## src/hw/rtl/lph_pkg.sv

```systemverilog
package lph_pkg;

  localparam int MaxTypes  = 16;
  localparam int MaxOrders = 32;
  localparam int TypeW     = $clog2(MaxTypes);
  localparam int OrdW      = $clog2(MaxOrders);
  localparam int CntW      = $clog2(MaxOrders + 1);
  localparam int AddrW     = TypeW + OrdW;
  localparam int Depth     = MaxTypes * MaxOrders;
  localparam int SumW      = 48;
  localparam int NumW      = 38;
  localparam int QDepth    = 2;
  localparam int QPtrW     = $clog2(QDepth);
  localparam int QCntW     = $clog2(QDepth + 1);

  localparam logic signed [31:0] OneQ30 = 32'sh4000_0000;
  localparam logic signed [SumW-1:0] SumMax = {1'b0, {(SumW-1){1'b1}}};
  localparam logic signed [SumW-1:0] SumMin = {1'b1, {(SumW-1){1'b0}}};

  localparam logic [0:0] REG_INV_BETA    = 1'b0;
  localparam logic [0:0] REG_ORDER_COUNT = 1'b1;

  typedef enum logic [1:0] {
    CMD_ACC    = 2'd0,
    CMD_SIGN   = 2'd1,
    CMD_RD_TBL = 2'd2,
    CMD_RD_SUM = 2'd3
  } cmd_t;

  typedef struct packed {
    cmd_t               cmd;
    logic [3:0]         type_index;
    logic [31:0]        tau_later;
    logic [31:0]        tau_earlier;
    logic signed [31:0] weight;
    logic [4:0]         order_index;
  } entry_t;

  typedef struct packed {
    logic   valid;
    entry_t ent;
  } fe_q_t;

  typedef struct packed {
    logic pop;
    logic clearing;
  } be_stat_t;

  typedef enum logic [3:0] {
    ST_CLEAR, ST_IDLE, ST_MAP, ST_MAPX, ST_START, ST_NUM, ST_DIV, ST_CLAMP,
    ST_WMUL, ST_RND, ST_ADD, ST_SIGN, ST_RDWAIT, ST_EMIT
  } be_state_t;

  function automatic logic signed [SumW-1:0] sat_sum(input logic signed [SumW:0] s);
    logic ovf;
    ovf = s[SumW] != s[SumW-1];
    if (ovf) begin
      sat_sum = s[SumW] ? SumMin : SumMax;
    end else begin
      sat_sum = s[SumW-1:0];
    end
  endfunction

endpackage

```

## src/hw/rtl/lph_front.sv

```systemverilog
module lph_front
  import lph_pkg::*;
(
  input  logic     clk,
  input  logic     rst_n,
  input  logic     in_tvalid,
  output logic     in_tready,
  input  entry_t   in_ent,
  input  be_stat_t stat,
  output fe_q_t    q
);

  entry_t           buf_r [QDepth];
  logic [QPtrW-1:0] wr_ptr_r, rd_ptr_r;
  logic [QCntW-1:0] cnt_r;
  logic             push;

  assign in_tready = (cnt_r != QCntW'(QDepth)) && !stat.clearing;
  assign push      = in_tvalid && in_tready;
  assign q.valid   = cnt_r != '0;
  assign q.ent     = buf_r[rd_ptr_r];

  always_ff @(posedge clk) begin
    if (push) begin
      buf_r[wr_ptr_r] <= in_ent;
    end
  end

  always_ff @(posedge clk) begin
    if (!rst_n) begin
      wr_ptr_r <= '0;
      rd_ptr_r <= '0;
      cnt_r    <= '0;
    end else begin
      if (push) begin
        wr_ptr_r <= (wr_ptr_r == QPtrW'(QDepth - 1)) ? '0 : wr_ptr_r + 1'b1;
      end
      if (stat.pop) begin
        rd_ptr_r <= (rd_ptr_r == QPtrW'(QDepth - 1)) ? '0 : rd_ptr_r + 1'b1;
      end
      cnt_r <= cnt_r + QCntW'(push) - QCntW'(stat.pop);
    end
  end

  a_cnt_bound: assert property (@(posedge clk) disable iff (!rst_n)
    cnt_r <= QCntW'(QDepth)) else $error("queue count out of range");
  a_pop_nonempty: assert property (@(posedge clk) disable iff (!rst_n)
    stat.pop |-> cnt_r != '0) else $error("pop from empty queue");
  a_no_push_clear: assert property (@(posedge clk) disable iff (!rst_n)
    stat.clearing |-> !push) else $error("transaction taken during clear");

endmodule

```

## config.mk

```make
export PLATFORM = sky130hd
export DESIGN_NAME = lph_front
export DESIGN_NICKNAME = d
export VERILOG_FILES = /design/src/hw/rtl/lph_pkg.sv /design/src/hw/rtl/lph_front.sv
export SDC_FILE = /design/constraint.sdc
export NUM_CORES = 1
export LEC_CHECK = 0
export BUFFER_PORTS_ARGS = -buffer_cell sky130_fd_sc_hd__buf_2
export CAP_MARGIN = 20
export CORE_AREA = 5 5 167 121
export DETAILED_ROUTE_END_ITERATION = 7
export DIE_AREA = 0 0 172 126
export HOLD_SLACK_MARGIN = 0.12
export PLACE_DENSITY = 0.71
export RECOVER_POWER = 50
export SLEW_MARGIN = 30
export SYNTH_ARGS = -nofsm -noshare
export SYNTH_HDL_FRONTEND = slang
export SYNTH_SLANG_ARGS = --single-unit
export TNS_END_PERCENT = 20
```

## constraint.sdc

```tcl
create_clock -name clk -period 5.9 [get_ports clk]
set_clock_uncertainty 0.05 [all_clocks]
set_input_delay 1.18 -clock clk [delete_from_list [all_inputs] [get_ports clk]]
set_output_delay 1.18 -clock clk [all_outputs]
set_load 0.01 [all_outputs]
```

==> reports/results.ini, run 1 <==
[run_status]
outcome=finished, final reports clean

[sta]
rsz0062_at_grt=false
setup_viol=0
max_freq_ghz=0.305
setup_tns_ps=0
period_needed_ps=3280
finalMaxSlewViolations=0
tightest_slew_ps=1290
fin_crit_sh=0.556
timing_hold_violations_final=0
slew_headroom=0.142
worst_slack_ps=2620

[finish]
postLayoutCoreUtil=0.544
antennaDiodeCount=0
fin_cells=855
drive_gt1_frac=0.473
final_cell_mix=214 x edfxtp_1, 140 x buf_2, 84 x clkbuf_1
syn2layout_area_growth_pct=24.7
final_common_cell=edfxtp_1
nFillCells=1492
final_nets=712

[power_and_ir_drop]
combPwrFrac=0.102
p_int_mw=2.74
p_per_area_nw_per_um2=346
seq_power_share=0.518
power_frac_clock=0.380
swShare=0.214
p_leak_nw=3.62
switching_power_mw=0.746
ir_drop_mv=0.194

[route]
drtIter0Drc=247
firstDrtPassIters=5
drc=0
ant_nets=0
wl_per_cell_um=18.5
wl_um=15800
vias=4180
viasPerCell=4.89

[cts]
numCtsBuffers=22
cts_max_path_buffers=3
insertion_delay_ps=490
postCtsSetupRepairBufs=0
clk_pin_slew_ps=60
htreeDepth=1
cts-hold-fix-buffers=0
cts_resized=0
cts_root_buf=clkbuf_16
cts_tree=done
cts_sinks=219

[placement]
place_hpwl_um=10900
dp.cells=815
place_worst_setup_slack_ps=2490
gp_congestion=0.780
numPortBuffers=220

[global_routing]
grt_max_degree=72
antenna_found_initial=4
grt_pass1_vias=4427
grt-ovfl-total=0
globalRouteTotalUtil=0.138
grt_pass1_wl_um=23500

[critical_path]
ff2ff_path_depth=5
crit_chain=buf_2 -> nor2_1 -> and3_1 -> buf_16 -> buf_4
cp.required_ps=5970
crit_path_start_kind=primary input
worstPathMaxFanout=46
path_class=primary input to flip-flop
r2r_start=cnt_r[0]
rrSetupSlack_ps=2850
cp_top_family=simple AND/OR/NAND/NOR gates
cp_slowest_cell=and3_1
r2r_end=buf_r[1][85]
crit_arrival_ps=3350
end_kind=flip-flop
slowest_delay_ps=1040
crit_buf_inv=3

[min_path]
holdPathEnd=wr_ptr_r
min_from=wr_ptr_r
hp-class=flip-flop to flip-flop
whs_path_depth=2

[floorplanning]
die_area_um2=21700
initial_core_util=0.436
rows=42
fp.dieW_um=172
core_area_um2=18500
die_y_um=126
ios=221

[synth]
ys_seq_area_frac=0.809
ys_types=21
synthCells=360
ys_seq_elements=219
syn_nets=474
yosys-top-cells-area=edfxtp_1 80%, mux2_2 11%, mux2_4 5.6%, dfxtp_1 1.2%, buf_6 0.70%
ys.warnings.count=0
avgSynthCellArea_um2=22.4
synth_area_um2=8070
netlist.area_leader.share=0.797
yosysTopAreaCell=edfxtp_1

[run]
cap_violations=0

-- per-layer routing --
metal / wire (um) / GRT usage
met3: 1810 / 0.0492
met5: 42 / 0
met2: 7200 / 0.214
met4: 302 / 0.0305
met1: 6480 / 0.191
-- stage by stage --
step,total power [mW],cell area [um2],hold WS (ps)
after detailed placement,2.21,9430,453
after CTS,3.53,10100,467
after global routing,3.63,10100,486
after floorplan,2.05,8070,408
after global placement,2.19,9430,429
final,3.48,10100,464
-- cell families (layout without fill, tap and decap cells) --
kind of cell / Yosys count / after routing / share of synthesized area
compound gates: 2 / 2 / 0.00124
buf+inv: 15 / 268 / 0.0127
mux: 107 / 107 / 0.163
simple gates: 13 / 13 / 0.00853
fa+ha+maj: 2 / 2 / 0.00310
flops: 219 / 219 / 0.809
xor+xnor: 2 / 2 / 0.00217
-- registers in the layout, indices dropped and copies added (netlist names), named ones only --
register,count
buf_r,214
cnt_r,2
rd_ptr_r,1
wr_ptr_r,1
-- how the worst max path moves through the flow --
stage,start,slack [ps],to,cells past startpoint
floorplan,stat[0],1380,buf_r[1][0],2
global placement,stat[0],2550,buf_r[1][50],4
detailed placement,stat[0],2490,buf_r[1][7],4
CTS,flip-flop,2430,q[50],3
global route,stat[0],2450,buf_r[1][85],5
finish,stat[0],2620,buf_r[1][85],5
-- power groups by stage --
stage / combinational (mW) / sequential [mW] / clock [mW]
2_1_floorplan: 0.214 / 1.84 / 0
3_3_place_gp: 0.359 / 1.83 / 0
3_5_place_dp: 0.368 / 1.84 / 0
4_1_cts: 0.370 / 1.80 / 1.36
5_1_grt: 0.386 / 1.81 / 1.43
6_report: 0.356 / 1.80 / 1.33
-- synthesized netlist by cell type --
cell type / count
or3_1: 1
mux2_4: 30
buf_2: 7
and3_1: 1
o21ai_0: 1
inv_1: 3
a21oi_1: 1
ha_1: 2
edfxtp_1: 214
nand2_1: 1
and2b_1: 1
xor2_1: 1
dfxtp_1: 5
buf_6: 5
xnor2_1: 1
or2_2: 1
nand2b_1: 1
nor3_1: 1
nor2_1: 4
mux2_2: 77
and2_1: 2
-- worst reg2reg max path, delay by kind of cell, from the launching register on --
family                 cells  cell delay, ps
buffers and inverters      2             850
DFF                        1             350
and+or+nand+nor            3            1410
-- layout make-up --
type / count / area, um2 / area share
sequential: 219 / 6530 / 0.649
multi-input combinational: 126 / 1440 / 0.143
timing repair buffer: 226 / 1070 / 0.106
clock buffer: 33 / 673 / 0.0669
tap: 242 / 303 / 0.0301
clock inverter: 6 / 35.0 / 0.00348
inverter: 3 / 12.5 / 0.00124
Note: power is estimated with default switching activity, not from simulation.
==> inputs of run 2 (changes only) <==
--- a/config.mk
+++ b/config.mk
@@ -5,13 +5,14 @@
 export SDC_FILE = /design/constraint.sdc
 export NUM_CORES = 1
 export LEC_CHECK = 0
+export ABC_AREA = 1
 export BUFFER_PORTS_ARGS = -buffer_cell sky130_fd_sc_hd__buf_2
 export CAP_MARGIN = 20
 export CORE_AREA = 5 5 167 121
 export DETAILED_ROUTE_END_ITERATION = 7
 export DIE_AREA = 0 0 172 126
 export HOLD_SLACK_MARGIN = 0.12
-export PLACE_DENSITY = 0.71
+export PLACE_DENSITY = 0.74
 export RECOVER_POWER = 50
 export SLEW_MARGIN = 30
 export SYNTH_ARGS = -nofsm -noshare
==> constraint.sdc (replaced) <==
create_clock -name clk -period 2.85 [get_ports clk]
set_clock_uncertainty 0.05 [all_clocks]
set_input_delay 0.57 -clock clk [delete_from_list [all_inputs] [get_ports clk]]
set_output_delay 0.57 -clock clk [all_outputs]
set_load 0.01 [all_outputs]
==> reports/results.ini, run 2 <==
[run_status]
outcome=finished, final reports clean

[synth]
synthCells=371
ys_seq_elements=219
yosys-top-cells-area=edfxtp_1 79%, mux2_2 11%, mux2_4 5.6%, dfxtp_1 1.2%, buf_6 0.70%
synth-edff-count=214
ys_types=13
netlist_top_cells_count=214 x edfxtp_1, 77 x mux2_2, 30 x mux2_4
synthArstFlopShare=0
synth_area_um2=8080
avgSynthCellArea_um2=21.8
yosysMostFrequentCell=edfxtp_1
ys_seq_area_frac=0.807
syn_nets=485
yosysTopAreaCell=edfxtp_1
ys.warnings.count=0
synthFlopType=edfxtp_1
netlist.area_leader.share=0.795

[global_routing]
grt_pass1_wl_um=23300
grt_pass1_vias=4478
antenna_found_initial=2
globalRouteTotalUtil=0.135
grt-ovfl-total=0
grt_max_degree=108

[cts]
cts_sinks=219
clk_pin_slew_ps=60
htreeDepth=1
numCtsBuffers=22
cts_tree=done
cts_resized=0
cts_root_buf=clkbuf_16
postCtsSetupRepairBufs=0
cts-hold-fix-buffers=0
cts_max_path_buffers=3
insertion_delay_ps=480

[critical_path]
cp.required_ps=2230
rrSetupSlack_ps=520
path_class=flip-flop to output pin
crit_path_start_kind=flip-flop
end_kind=output pin
worstPathMaxFanout=53
slowest_delay_ps=410
cp_slowest_cell=mux2_2
crit_arrival_ps=1770
crit_chain=buf_12 -> mux2_2 -> buf_2

[finish]
final_nets=722
regMostFlops=buf_r
final_common_cell=edfxtp_1
largestRegisters=buf_r: 214 flops, cnt_r: 2 flops
largest_reg_flops=214
final_cell_mix=214 x edfxtp_1, 145 x buf_2, 81 x clkbuf_1
antennaDiodeCount=0
drive_gt1_frac=0.465
syn2layout_area_growth_pct=24.4
postLayoutCoreUtil=0.544

[floorplanning]
core_area_um2=18500
rows=42
die_y_um=126
fp.dieW_um=172
initial_core_util=0.437
ios=221
die_area_um2=21700

[sta]
tightest_slew_ps=1410
finalMaxSlewViolations=0
timing_hold_violations_final=0
setup_viol=0
rsz0062_at_grt=false
max_freq_ghz=0.419
setup_tns_ps=0
slew_headroom=0.0604
period_needed_ps=2390
fin_crit_sh=0.838

[run]
cap_violations=0

[route]
drc=0
ant_nets=0
wl_um=15200
firstDrtPassIters=4
drtIter0Drc=230
viasPerCell=4.85
vias=4191
wl_per_cell_um=17.6

[power_and_ir_drop]
p_leak_nw=3.64
p_per_area_nw_per_um2=696
ir_drop_mv=0.538

[placement]
numPortBuffers=220
place_hpwl_um=10400
gp_congestion=0.733

[min_path]
hp-class=primary input to flip-flop

## run 2: changes by cell type in the layout (fill, tap and decap cells not counted), moves of 4 or more
| cell | delta |
|---|---|
| buf_4 | -4 |
| nand2_1 | +9 |
| clkbuf_8 | -6 |
| inv_1 | +7 |
| buf_2 | +5 |
## run 2: area by class of cell
class | count | area, um2
Fill cell | 1519 | 8440
Clock buffer | 29 | 598
Clock inverter | 9 | 72.6
Sequential cell | 219 | 6530
Tap cell | 242 | 303
Timing Repair Buffer | 225 | 1080
Multi-Input combinational cell | 130 | 1430
Inverter | 10 | 41.3
## run 2: critical path, delay by kind of cell, from the launching register on
kind	cells	cell delay [ps]
muxes	1	410
buffers and inverters	2	420
DFF	1	370
## run 2: power by group
part	internal [mW]	total, mW	switching, mW
clock network	1.57	2.64	1.08
registers	3.69	3.73	0.0321
logic	0.290	0.630	0.340
total	5.55	7.00	1.45
## run 2: worst paths after layout
| path | endpoint | start | cells after the start |
|---|---|---|---|
| max | q[96] | flip-flop | 3 |
| min | buf_r[0][80] | in_ent[80] | 1 |
| min reg2reg | rd_ptr_r | rd_ptr_r | 2 |
| max reg2reg | buf_r[0][34] | cnt_r[0] | 5 |
## run 2: metrics by stage
stage / total power, mW / worst slack [ps] / cell area [um2] / cells / hold WS (ps)
5_1_grt: 7.29 / 338 / 10100 / 864 / 194
4_1_cts: 7.12 / 452 / 10200 / 864 / 194
2_1_floorplan: 4.16 / 18.8 / 8100 / 371 / 413
3_5_place_dp: 4.46 / 821 / 9520 / 826 / 445
6_report: 7.00 / 462 / 10100 / 864 / 222
3_3_place_gp: 4.43 / 885 / 9520 / 826 / 429
## run 2: per-layer routing
layer / GRT usage / wire length, um / vias to the layer above
li1: - / - / 1928
met1: 0.176 / 6200 / 2075
met2: 0.221 / 7270 / 157
met3: 0.0467 / 1420 / 27
met4: 0.0305 / 292 / 4
met5: 0 / 21 / -
## run 2: cell families after synthesis
kind of cell,synth area share
AOI/OAI and AO/OA,0.00124
adders and majority gates,0.00310
buffers and inverters,0.0159
DFF,0.807
muxes,0.163
and+or+nand+nor,0.00944
==> inputs of run 3 (changes only) <==
--- a/config.mk
+++ b/config.mk
@@ -5,7 +5,7 @@
 export SDC_FILE = /design/constraint.sdc
 export NUM_CORES = 1
 export LEC_CHECK = 0
-export ABC_AREA = 1
+export ABC_AREA = 0
 export BUFFER_PORTS_ARGS = -buffer_cell sky130_fd_sc_hd__buf_2
 export CAP_MARGIN = 20
 export CORE_AREA = 5 5 167 121
==> constraint.sdc (replaced) <==
create_clock -name clk -period 2 [get_ports clk]
set_clock_uncertainty 0.05 [all_clocks]
set_input_delay 0.4 -clock clk [delete_from_list [all_inputs] [get_ports clk]]
set_output_delay 0.4 -clock clk [all_outputs]
set_load 0.01 [all_outputs]
==> reports/results.ini, run 3 (synthesis gave the netlist of run 1 again) <==
[run_status]
outcome=finished with violations
violations=negative setup slack

[critical_path]
slowest_delay_ps=390
end_kind=output pin
cp.required_ps=1550
path_class=flip-flop to output pin
worstPathMaxFanout=7
cp_slowest_cell=dfxtp_4
crit_arrival_ps=1660
crit_buf_inv=3
cp_top_family=buffers and inverters
crit_path_start_kind=flip-flop
crit_chain=buf_12 -> clkbuf_16 -> mux2_4 -> buf_6

[power_and_ir_drop]
p_leak_nw=4.66
power_mw=10.8
ir_drop_mv=0.690
p_per_area_nw_per_um2=874

[sta]
period_needed_ps=2110
rsz0062_at_grt=true
setup_viol=107
tightest_slew_ps=296
slew_headroom=0.803
setup_tns_ps=-8730
fin_crit_sh=1.06
fin_hold_ws_ps=198
timing_hold_violations_final=0
max_freq_ghz=0.473
worst_slack_ps=-113
finalMaxSlewViolations=0

[placement]
numPortBuffers=220
place_hpwl_um=10900
postPlaceCellArea_um2=9600
place_worst_setup_slack_ps=127
gp_congestion=0.809
dp.cells=825

[cts]
htreeDepth=1
cts_max_path_buffers=3
insertion_delay_ps=490
clk_pin_slew_ps=60
cts_root_buf=clkbuf_16
cts_sinks=219
numCtsBuffers=22
cts_tree=done

[route]
wl_per_cell_um=20.8
drtIter0Drc=242
viasPerCell=4.86
firstDrtPassIters=4
vias=4793
drc=0
wl_um=20500
ant_nets=0

[finish]
antennaDiodeCount=0
final_nets=845
fin_cells=986
syn2layout_area_growth_pct=53.7
largest_reg_flops=214
regMostFlops=buf_r
postLayoutCoreUtil=0.670
final_cell_mix=214 x edfxtp_1, 108 x dlygate4sd3_1, 100 x buf_6
final_common_cell=edfxtp_1
final_area_um2=12400
largestRegisters=buf_r: 214 flops, cnt_r: 2 flops
drive_gt1_frac=0.401

[floorplanning]
die_y_um=126
ios=221
fp.dieW_um=172
initial_core_util=0.436
rows=42
core_area_um2=18500
die_area_um2=21700

[global_routing]
antenna_found_initial=0
globalRouteTotalUtil=0.154
grt_busiest_layer=met2
grt_max_degree=56
use_met1=0.202
grt_pass1_vias=5002
met3_usage=0.0335
grt-ovfl-total=0
use_met2=0.264
grt_pass1_wl_um=26500

[run]
cap_violations=0

[min_path]
hp-class=primary input to flip-flop

-- run 3: path summary, 6_finish.rpt --
path / cells after the start / slack [ps] / start / end
setup / recovery: 4 / -110 / flip-flop / q[23]
setup reg to reg: 9 / 40 / cnt_r[0] / cnt_r[1]
hold reg to reg: 2 / 480 / rd_ptr_r / flip-flop
hold / removal: 3 / 200 / stat[1] / flip-flop
-- run 3: layer usage --
layer  vias up  part of all wire
met4         0             0.026
met1      2350              0.40
met2       233              0.50
li1       2172                 -
met3        38             0.076
met5         -                 0
-- run 3: final cells by class --
type,count,area (um2)
sequential,219,6530
fill,1223,6100
timing repair buffer,359,3230
multi-input combinational,126,1680
clock buffer,29,598
tap,242,303
clock inverter,8,36.3
inverter,3,15.0
-- run 3: worst reg2reg max path, delay by kind of cell, from the launching register on --
family	cells	cell delay, ps
flip-flops	1	340
AND/OR/NAND/NOR	5	720
adder cells (fa/ha/maj)	2	450
XOR/XNOR	1	260
buffers and inverters	1	60
-- run 3: repair_timing --
item | 4_1_cts | 5_1_grt
hold endpoints to repair | 215 | 0
endpoints found under the setup margin | 107 | 108
gates resized for setup | 25 | 164
hold buffers | 108 | 0
gates cloned | 0 | 13
setup buffers | 0 | 3
-- run 3: where the power goes --
part	internal (mW)	switching [mW]
sequential	5.27	0.0606
clock	2.09	1.58
combinational	1.08	0.763
total	8.44	2.40
